$ cat config.mk
export PLATFORM = sky130hd
export DESIGN_NAME = morse_code_segment_encoder_core
export DESIGN_NICKNAME = d
export VERILOG_FILES = /design/src/sv/mcse_pkg.sv /design/src/sv/morse_code_segment_encoder_core.sv
export VERILOG_INCLUDE_DIRS = /design/src /design/src/sv
export SDC_FILE = /design/constraint.sdc
export NUM_CORES = 1
export LEC_CHECK = 0
export BUFFER_PORTS_ARGS = -buffer_cell sky130_fd_sc_hd__buf_4
export CAP_MARGIN = 20
export CORE_ASPECT_RATIO = 1.2
export CORE_MARGIN = 3
export CORE_UTILIZATION = 60
export CTS_BUF_LIST = sky130_fd_sc_hd__clkbuf_16
export DETAILED_ROUTE_END_ITERATION = 8
export HOLD_SLACK_MARGIN = 0.15
export PLACE_DENSITY = 0.81
export SYNTH_ARGS = -nofsm -noshare
export SYNTH_HDL_FRONTEND = slang
export SYNTH_SLANG_ARGS = --single-unit
$ cat constraint.sdc
create_clock -name clock -period 4.9 [get_ports clock]
set_clock_uncertainty 0.1 [all_clocks]
set_input_delay 0.49 -clock clock [delete_from_list [all_inputs] [get_ports clock]]
set_output_delay 0.49 -clock clock [all_outputs]
set_load 0.02 [all_outputs]
$ cat src/sv/morse_code_segment_encoder_core_assert.svh
// Assertion macros shared by the Morse segment encoder RTL.
`ifndef MORSE_CODE_SEGMENT_ENCODER_CORE_ASSERT_SVH
`define MORSE_CODE_SEGMENT_ENCODER_CORE_ASSERT_SVH

// Same-cycle implication, checked on every rising clock edge outside reset.
`define MCSE_ASSERT_IMP(label, clk, rst, cond, expr) \
   label: assert property (@(posedge clk) disable iff (rst) (cond) |-> (expr)) \
      else $error("mcse assertion failed: same-cycle implication");

// Next-cycle implication, checked on every rising clock edge outside reset.
`define MCSE_ASSERT_NEXT(label, clk, rst, cond, expr) \
   label: assert property (@(posedge clk) disable iff (rst) (cond) |=> (expr)) \
      else $error("mcse assertion failed: next-cycle implication");

`endif

$ cat src/sv/mcse_pkg.sv
// Package for the Morse segment encoder: widths, codes, symbol tables and control store.
package mcse_pkg;

   localparam int CHAR_WIDTH      = 8;
   localparam int DUR_WIDTH       = 6;
   localparam int DASH_WIDTH      = 4;
   localparam int LGAP_WIDTH      = 4;
   localparam int WGAP_WIDTH      = 5;
   localparam int PAUSE_WIDTH     = 6;
   localparam int CSR_INDEX_WIDTH = 2;
   localparam int CSR_DATA_WIDTH  = 6;
   localparam int PC_WIDTH        = 3;
   localparam int COUNT_WIDTH     = 3;
   localparam int PATTERN_WIDTH   = 5;

   // Register indexes
   localparam logic [CSR_INDEX_WIDTH-1:0] REG_DASH_UNITS       = 2'd0;
   localparam logic [CSR_INDEX_WIDTH-1:0] REG_LETTER_GAP_UNITS = 2'd1;
   localparam logic [CSR_INDEX_WIDTH-1:0] REG_WORD_GAP_UNITS   = 2'd2;
   localparam logic [CSR_INDEX_WIDTH-1:0] REG_END_PAUSE_UNITS  = 2'd3;

   localparam logic [DASH_WIDTH-1:0]  RESET_DASH_UNITS       = 4'd3;
   localparam logic [LGAP_WIDTH-1:0]  RESET_LETTER_GAP_UNITS = 4'd2;
   localparam logic [WGAP_WIDTH-1:0]  RESET_WORD_GAP_UNITS   = 5'd4;
   localparam logic [PAUSE_WIDTH-1:0] RESET_END_PAUSE_UNITS  = 6'd25;

   // Character classes
   localparam logic [1:0] CLS_NONE   = 2'd0;
   localparam logic [1:0] CLS_SPACE  = 2'd1;
   localparam logic [1:0] CLS_SYMBOL = 2'd2;

   // Program step addresses
   localparam logic [PC_WIDTH-1:0] S_DISPATCH = 3'd0;
   localparam logic [PC_WIDTH-1:0] S_SYM_ON   = 3'd1;
   localparam logic [PC_WIDTH-1:0] S_SYM_OFF  = 3'd2;
   localparam logic [PC_WIDTH-1:0] S_LGAP     = 3'd3;
   localparam logic [PC_WIDTH-1:0] S_WORD     = 3'd4;
   localparam logic [PC_WIDTH-1:0] S_PAUSE    = 3'd5;

   // Segment selects
   localparam logic [2:0] SEG_NONE     = 3'd0;
   localparam logic [2:0] SEG_SYMBOL   = 3'd1;
   localparam logic [2:0] SEG_UNIT_OFF = 3'd2;
   localparam logic [2:0] SEG_LGAP     = 3'd3;
   localparam logic [2:0] SEG_WGAP     = 3'd4;
   localparam logic [2:0] SEG_PAUSE    = 3'd5;

   // Jump conditions
   localparam logic [2:0] J_NEXT   = 3'd0;
   localparam logic [2:0] J_CLASS  = 3'd1;
   localparam logic [2:0] J_MORE   = 3'd2;
   localparam logic [2:0] J_TARGET = 3'd3;
   localparam logic [2:0] J_END    = 3'd4;

   // Last-segment rules
   localparam logic [1:0] LAST_NEVER    = 2'd0;
   localparam logic [1:0] LAST_SYM_TAIL = 2'd1;
   localparam logic [1:0] LAST_TAIL     = 2'd2;
   localparam logic [1:0] LAST_ALWAYS   = 2'd3;

   typedef struct packed {
      logic [2:0]          seg_sel;
      logic [2:0]          jump;
      logic [PC_WIDTH-1:0] target;
      logic [1:0]          last_rule;
      logic                shift_symbol;
   } ucode_type;

   typedef struct packed {
      logic [1:0]               cls;
      logic [COUNT_WIDTH-1:0]   len;
      logic [PATTERN_WIDTH-1:0] pattern;
   } char_info_type;

   // Symbol patterns: first symbol in bit 0, 1 means dash.
   localparam logic [COUNT_WIDTH-1:0] LETTER_LEN [26] = '{
      3'd2, 3'd4, 3'd4, 3'd3, 3'd1, 3'd4, 3'd3, 3'd4, 3'd2, 3'd4, 3'd3, 3'd4, 3'd2,
      3'd2, 3'd3, 3'd4, 3'd4, 3'd3, 3'd3, 3'd1, 3'd3, 3'd4, 3'd3, 3'd4, 3'd4, 3'd4
   };
   localparam logic [PATTERN_WIDTH-1:0] LETTER_BITS [26] = '{
      5'h02, 5'h01, 5'h05, 5'h01, 5'h00, 5'h04, 5'h03, 5'h00, 5'h00, 5'h0E, 5'h05,
      5'h02, 5'h03, 5'h01, 5'h07, 5'h06, 5'h0B, 5'h02, 5'h00, 5'h01, 5'h04, 5'h08,
      5'h06, 5'h09, 5'h0D, 5'h03
   };
   localparam logic [PATTERN_WIDTH-1:0] DIGIT_BITS [10] = '{
      5'h1F, 5'h1E, 5'h1C, 5'h18, 5'h10, 5'h00, 5'h01, 5'h03, 5'h07, 5'h0F
   };

   function automatic char_info_type classify(input logic [CHAR_WIDTH-1:0] code);
      logic [CHAR_WIDTH-1:0] upper;
      logic [CHAR_WIDTH-1:0] offset;
      char_info_type         info;
      upper        = code;
      info.cls     = CLS_NONE;
      info.len     = '0;
      info.pattern = '0;
      if (code >= 8'h61 && code <= 8'h7A) begin
         upper = code & 8'hDF;
      end
      if (upper >= 8'h41 && upper <= 8'h5A) begin
         offset       = upper - 8'h41;
         info.cls     = CLS_SYMBOL;
         info.len     = LETTER_LEN[offset[4:0]];
         info.pattern = LETTER_BITS[offset[4:0]];
      end else if (upper >= 8'h30 && upper <= 8'h39) begin
         offset       = upper - 8'h30;
         info.cls     = CLS_SYMBOL;
         info.len     = 3'd5;
         info.pattern = DIGIT_BITS[offset[3:0]];
      end else if (upper == 8'h20) begin
         info.cls = CLS_SPACE;
      end
      return info;
   endfunction

   // Control store
   function automatic ucode_type ucode_rom(input logic [PC_WIDTH-1:0] pc);
      ucode_type w;
      case (pc)
         S_DISPATCH: w = '{SEG_NONE,     J_CLASS,  S_DISPATCH, LAST_NEVER,    1'b0};
         S_SYM_ON:   w = '{SEG_SYMBOL,   J_NEXT,   S_DISPATCH, LAST_NEVER,    1'b0};
         S_SYM_OFF:  w = '{SEG_UNIT_OFF, J_MORE,   S_SYM_ON,   LAST_SYM_TAIL, 1'b1};
         S_LGAP:     w = '{SEG_LGAP,     J_TARGET, S_PAUSE,    LAST_TAIL,     1'b0};
         S_WORD:     w = '{SEG_WGAP,     J_NEXT,   S_DISPATCH, LAST_TAIL,     1'b0};
         S_PAUSE:    w = '{SEG_PAUSE,    J_END,    S_DISPATCH, LAST_ALWAYS,   1'b0};
         default:    w = '{SEG_NONE,     J_END,    S_DISPATCH, LAST_NEVER,    1'b0};
      endcase
      return w;
   endfunction

endpackage

$ cat src/sv/morse_code_segment_encoder_core.sv
// Morse segment encoder: microcoded sequencer expanding one character into LED segments.
//
//   channel  direction  handshake          payload
//   req      in         req_valid/stall    char_code, end_of_message
//   rsp      out        rsp_valid/stall    led_on, duration_units, last_segment
//   csr      in         csr_write_enable   csr_index, csr_write_data
//
// The step counter walks the control store one step per cycle unless rsp stalls it. A
// character takes dispatch, an on and an off step per symbol, letter gap and pause; a space
// takes dispatch, word gap and pause; an unknown code dispatch and pause. Stalls on rsp hold
// the sequencer at an emitting step. req_stall stays high while a character is being expanded.
// Reset is synchronous; it clears the sequencer and the output valid and loads the registers' reset values.
`include "morse_code_segment_encoder_core_assert.svh"

module morse_code_segment_encoder_core (
   input  logic                                 clock,
   input  logic                                 reset,
   input  logic                                 req_valid,
   output logic                                 req_stall,
   input  logic [mcse_pkg::CHAR_WIDTH-1:0]      req_char_code,
   input  logic                                 req_end_of_message,
   output logic                                 rsp_valid,
   input  logic                                 rsp_stall,
   output logic                                 rsp_led_on,
   output logic [mcse_pkg::DUR_WIDTH-1:0]       rsp_duration_units,
   output logic                                 rsp_last_segment,
   input  logic                                 csr_write_enable,
   input  logic [mcse_pkg::CSR_INDEX_WIDTH-1:0] csr_index,
   input  logic [mcse_pkg::CSR_DATA_WIDTH-1:0]  csr_write_data
);
   import mcse_pkg::*;

   logic [DASH_WIDTH-1:0]    dash_ff,  dash_in;
   logic [LGAP_WIDTH-1:0]    lgap_ff,  lgap_in;
   logic [WGAP_WIDTH-1:0]    wgap_ff,  wgap_in;
   logic [PAUSE_WIDTH-1:0]   pause_ff, pause_in;

   logic                     busy_ff,  busy_in;
   logic [PC_WIDTH-1:0]      pc_ff,    pc_in;
   logic [1:0]               cls_ff,   cls_in;
   logic [COUNT_WIDTH-1:0]   count_ff, count_in;
   logic [PATTERN_WIDTH-1:0] pat_ff,   pat_in;
   logic                     eom_ff,   eom_in;

   logic                     rsp_valid_ff, rsp_valid_in;
   logic                     led_ff,   led_in;
   logic [DUR_WIDTH-1:0]     dur_ff,   dur_in;
   logic                     last_ff,  last_in;

   ucode_type                uw;
   char_info_type            info;
   logic                     req_xfer;
   logic                     pause_due;
   logic                     want_emit;
   logic                     step_go;
   logic                     seg_led;
   logic [DUR_WIDTH-1:0]     seg_dur;
   logic                     seg_last;

   assign req_stall = busy_ff;
   assign req_xfer  = req_valid && !busy_ff;
   assign info      = classify(req_char_code);
   assign uw        = ucode_rom(pc_ff);
   assign pause_due = eom_ff && (pause_ff != '0);

   // Decode the current control word into a segment
   always_comb begin
      want_emit = 1'b0;
      seg_led   = 1'b0;
      seg_dur   = '0;
      case (uw.seg_sel)
         SEG_SYMBOL: begin
            want_emit = 1'b1;
            seg_led   = 1'b1;
            seg_dur   = pat_ff[0] ? DUR_WIDTH'(dash_ff) : DUR_WIDTH'(1);
         end
         SEG_UNIT_OFF: begin
            want_emit = 1'b1;
            seg_dur   = DUR_WIDTH'(1);
         end
         SEG_LGAP: begin
            want_emit = (lgap_ff != '0);
            seg_dur   = DUR_WIDTH'(lgap_ff);
         end
         SEG_WGAP: begin
            want_emit = (wgap_ff != '0);
            seg_dur   = DUR_WIDTH'(wgap_ff);
         end
         SEG_PAUSE: begin
            want_emit = pause_due;
            seg_dur   = pause_ff;
         end
         default: begin
            want_emit = 1'b0;
         end
      endcase
   end

   always_comb begin
      case (uw.last_rule)
         LAST_SYM_TAIL: seg_last = (count_ff == COUNT_WIDTH'(1)) && (lgap_ff == '0) && !pause_due;
         LAST_TAIL:     seg_last = !pause_due;
         LAST_ALWAYS:   seg_last = 1'b1;
         default:       seg_last = 1'b0;
      endcase
   end

   // Advance while busy unless the step must emit and the output register is full and stalled
   assign step_go = busy_ff && (!want_emit || !rsp_valid_ff || !rsp_stall);

   always_comb begin
      busy_in  = busy_ff;
      pc_in    = pc_ff;
      cls_in   = cls_ff;
      count_in = count_ff;
      pat_in   = pat_ff;
      eom_in   = eom_ff;
      if (req_xfer) begin
         busy_in  = 1'b1;
         pc_in    = S_DISPATCH;
         cls_in   = info.cls;
         count_in = info.len;
         pat_in   = info.pattern;
         eom_in   = req_end_of_message;
      end else if (step_go) begin
         if (uw.shift_symbol) begin
            count_in = count_ff - COUNT_WIDTH'(1);
            pat_in   = pat_ff >> 1;
         end
         case (uw.jump)
            J_NEXT:   pc_in = pc_ff + PC_WIDTH'(1);
            J_TARGET: pc_in = uw.target;
            J_MORE:   pc_in = (count_ff != COUNT_WIDTH'(1)) ? uw.target : pc_ff + PC_WIDTH'(1);
            J_CLASS: begin
               case (cls_ff)
                  CLS_SYMBOL: pc_in = S_SYM_ON;
                  CLS_SPACE:  pc_in = S_WORD;
                  default:    pc_in = S_PAUSE;
               endcase
            end
            J_END:    busy_in = 1'b0;
            default:  busy_in = 1'b0;
         endcase
      end
   end

   always_comb begin
      rsp_valid_in = rsp_valid_ff;
      led_in       = led_ff;
      dur_in       = dur_ff;
      last_in      = last_ff;
      if (step_go && want_emit) begin
         rsp_valid_in = 1'b1;
         led_in       = seg_led;
         dur_in       = seg_dur;
         last_in      = seg_last;
      end else if (rsp_valid_ff && !rsp_stall) begin
         rsp_valid_in = 1'b0;
      end
   end

   always_comb begin
      dash_in  = dash_ff;
      lgap_in  = lgap_ff;
      wgap_in  = wgap_ff;
      pause_in = pause_ff;
      if (csr_write_enable) begin
         case (csr_index)
            REG_DASH_UNITS:       dash_in  = csr_write_data[DASH_WIDTH-1:0];
            REG_LETTER_GAP_UNITS: lgap_in  = csr_write_data[LGAP_WIDTH-1:0];
            REG_WORD_GAP_UNITS:   wgap_in  = csr_write_data[WGAP_WIDTH-1:0];
            REG_END_PAUSE_UNITS:  pause_in = csr_write_data[PAUSE_WIDTH-1:0];
            default: begin
               dash_in = dash_ff;
            end
         endcase
      end
   end

   always_ff @(posedge clock) begin
      if (reset) begin
         dash_ff      <= RESET_DASH_UNITS;
         lgap_ff      <= RESET_LETTER_GAP_UNITS;
         wgap_ff      <= RESET_WORD_GAP_UNITS;
         pause_ff     <= RESET_END_PAUSE_UNITS;
         busy_ff      <= 1'b0;
         pc_ff        <= S_DISPATCH;
         rsp_valid_ff <= 1'b0;
      end else begin
         dash_ff      <= dash_in;
         lgap_ff      <= lgap_in;
         wgap_ff      <= wgap_in;
         pause_ff     <= pause_in;
         busy_ff      <= busy_in;
         pc_ff        <= pc_in;
         rsp_valid_ff <= rsp_valid_in;
      end
   end

   always_ff @(posedge clock) begin
      cls_ff   <= cls_in;
      count_ff <= count_in;
      pat_ff   <= pat_in;
      eom_ff   <= eom_in;
      led_ff   <= led_in;
      dur_ff   <= dur_in;
      last_ff  <= last_in;
   end

   assign rsp_valid          = rsp_valid_ff;
   assign rsp_led_on         = led_ff;
   assign rsp_duration_units = dur_ff;
   assign rsp_last_segment   = last_ff;

   `MCSE_ASSERT_NEXT(a_accept_starts_dispatch, clock, reset, req_xfer, busy_ff && pc_ff == S_DISPATCH)
   `MCSE_ASSERT_IMP(a_symbol_count_nonzero, clock, reset, busy_ff && (pc_ff == S_SYM_ON || pc_ff == S_SYM_OFF), count_ff != '0)
   `MCSE_ASSERT_IMP(a_lit_never_last, clock, reset, rsp_valid_ff && led_ff, !last_ff)

endmodule

==> flow_summary.ini <==
[synth]
ys.flop_type = dfxtp_1
yosysWarnings = 0
synth.top_cell.area_share = 0.191
synth.cell_area_sq_um = 2990
synthesis.nets = 375
ys_async_sr_fraction = 0
synthCells = 336
yosysTopAreaCell = edfxtp_1
synth-seq-area-share = 0.352
avgSynthCellArea_sq_um = 8.89
synth-edff-count = 19
ys_ff_latch = 43
synth_cell_types = 66
synth_area_leaders = edfxtp_1 19%, dfxtp_1 16%, ha_1 7.1%

[layout]
layout_commonest_cell = nand2_1
fin_util = 0.714
multiInputGateArea_sq_um = 1770
nets = 394
fin_area_sq_um = 3350
area_growth_pct = 12.3
fillCellCount = 362
drive_gt1_frac = 0.160
mostFrequentLayoutCells = 34 x nand2_1, 33 x nor2_1, 31 x buf_4
n_antenna_cell = 0
regArea_sq_um = 1050

[floorplan]
fp.dieH_um = 83.3
fp-row-count = 27
start_util = 0.636
dieArea_sq_um = 5860
io_pins = 32
die_w_um = 70.4
core_area_sq_um = 4700

[critical_path]
crit_end = count_ff[0]
critical_path.max_stage_delay_ns = 0.49
cpLargestDelayFamily = compound AO/OA/AOI/OAI gates
critical_path_required_ns = 4.75
critPathLaunch = pc_ff[1]
crit_path_start_kind = flop
reg2reg_to = count_ff[0]
r2r_slack_ns = 1.96
crit_fanout = 8
r2r_cells = 7
endpoint_kind = flop
crit_top_cell = ha_1
crit_chain = ha_1, ha_1, o21bai_1, or3b_1, a221o_1, nand4_1, a31o_1
crit_cells = 7
crit_type = flop to flop
crit_path_top_delay_cell = dfxtp_1
crit_buf_inv = 0
rr_startpoint = pc_ff[1]
worstPathArrival_ns = 2.79

[clock_network]
ctsResizeCount = 0
ctsHoldBuffers = 0
cts_htree_levels = 2
path_clk_slew_ns = 0.06
cts_tree = done
cts_sinks = 43
clockBufferDepth = 2
root_buffer = clkbuf_16
cts_made_buffers = 5
post_cts_buffers = 0
worst_skew_pair.late_latency_ns = 0.28

[timing]
drv_slew = 0
relSlewSlack = 0.502
fin_crit_sh = 0.600
timing.final.setup_violations = 0
fin_setup_tns_ns = 0
rsz0062_at_grt = no
final.min_clock_period_ns = 2.94
timing_hold_violations_final = 0
fmax_ghz = 0.340
tightest_slew_ns = 0.745

[grt]
grt_start_max_net_pins = 29
antenna_found_initial = 0
track_usage = 0.245
grt_pass1_wl_um = 11800
overflow = 0
first_global_vias = 2468

[placed_design]
io_buffer_count = 31
gp_congestion = 0.909
dp_hpwl_um = 5150
dpl_cell_area_sq_um = 3210

[hold_path]
hold_path_class = input pin to flop

[route]
drt.antenna.violating_nets = 0
wl_um = 7070
routedWlPerCell_um = 17.1
vias = 2628
drc = 0
drt-vias-per-instance = 6.35
dr.first_iter.drc_count = 255
drt_pass1_iterations = 5

[run_status]
status = complete, no violations

[power_and_ir_drop]
power.leakage_nw = 1.37
ir_worst_vdd_mv = 0.229
p_per_area_nw_per_um2 = 270

[run]
drv_cap = 0
-- worst min-delay path by stage --
stage | depth (start not counted) | slack [ns] | to | from
after floorplan | 2 | 0.34 | pause_ff[1] | pause_ff[1]
after global placement | 2 | 0.36 | pause_ff[1] | pause_ff[1]
after detailed placement | 2 | 0.37 | pause_ff[1] | pause_ff[1]
after CTS | 1 | 0.28 | eom_ff | req_end_of_message
after global routing | 1 | 0.28 | eom_ff | req_end_of_message
final | 1 | 0.29 | eom_ff | req_end_of_message
-- synthesized netlist by cell type, types with 4 or more instances --
| library cell | instances |
|---|---|
| nand2_1 | 34 |
| nor2_1 | 33 |
| dfxtp_1 | 24 |
| inv_1 | 20 |
| a21oi_1 | 19 |
| edfxtp_1 | 19 |
| ha_1 | 17 |
| mux2i_1 | 14 |
| clkbuf_1 | 9 |
| nor2b_1 | 9 |
| o211ai_1 | 9 |
| o21ai_0 | 9 |
| nand3_1 | 8 |
| buf_2 | 7 |
| a211oi_1 | 5 |
| a221oi_1 | 5 |
| nand2b_1 | 5 |
| nand3b_1 | 5 |
| nor3_1 | 5 |
| o31ai_1 | 5 |
| a211o_1 | 4 |
| o211a_1 | 4 |
| o22ai_1 | 4 |
| xor2_1 | 4 |
-- routing by layer --
layer	global-route usage	up-vias	share of wire
li1	-	1270	-
met1	0.308	1228	0.41
met2	0.420	111	0.50
met3	0.0315	19	0.061
met4	0.0976	0	0.023
met5	0	-	0
-- flip-flops by register name (all words and copies together), names as in the netlist --
register,count
rsp_valid,1
dash_ff,4
rsp_duration_units,6
pause_ff,6
pc_ff,3
cls_ff,2
wgap_ff,5
count_ff,3
lgap_ff,4
rsp_led_on,1
eom_ff,1
pat_ff,5
req_stall,1
rsp_last_segment,1
-- final cells by class --
type                       instances  area share
clock buffer                       5      0.0373
inverter                          21      0.0235
tap                               58      0.0216
timing repair buffer              31      0.0694
multi-input combinational        253       0.528
clock inverter                     3     0.00634
sequential                        43       0.313
-- metrics by stage --
step           instances  hold slack [ns]  worst slack, ns  power [mW]
5_1_grt              414            0.284             1.77       0.938
4_1_cts              414            0.284             2.01       0.902
3_5_place_dp         406            0.371             1.76       0.576
6_report             414            0.287             1.96       0.904
3_3_place_gp         406            0.361             1.86       0.571
2_1_floorplan        336            0.343             2.33       0.531
-- power breakdown --
part | switching (mW) | internal [mW]
Combinational | 0.0967 | 0.0716
Sequential | 0.0134 | 0.392
Clock | 0.140 | 0.191
-- cell families (layout without fill, tap and decap cells) --
family	count (synthesis)	count (layout)	synth area share
xor gates and xnor gates	8	8	0.0260
buffers and inverters	40	60	0.0549
DFF	43	43	0.352
muxes	17	17	0.0620
adders and majority gates	18	18	0.0750
and+or+nand+nor	118	118	0.204
AOI/OAI and AO/OA	92	92	0.227
(Power assumes the default switching activity.)
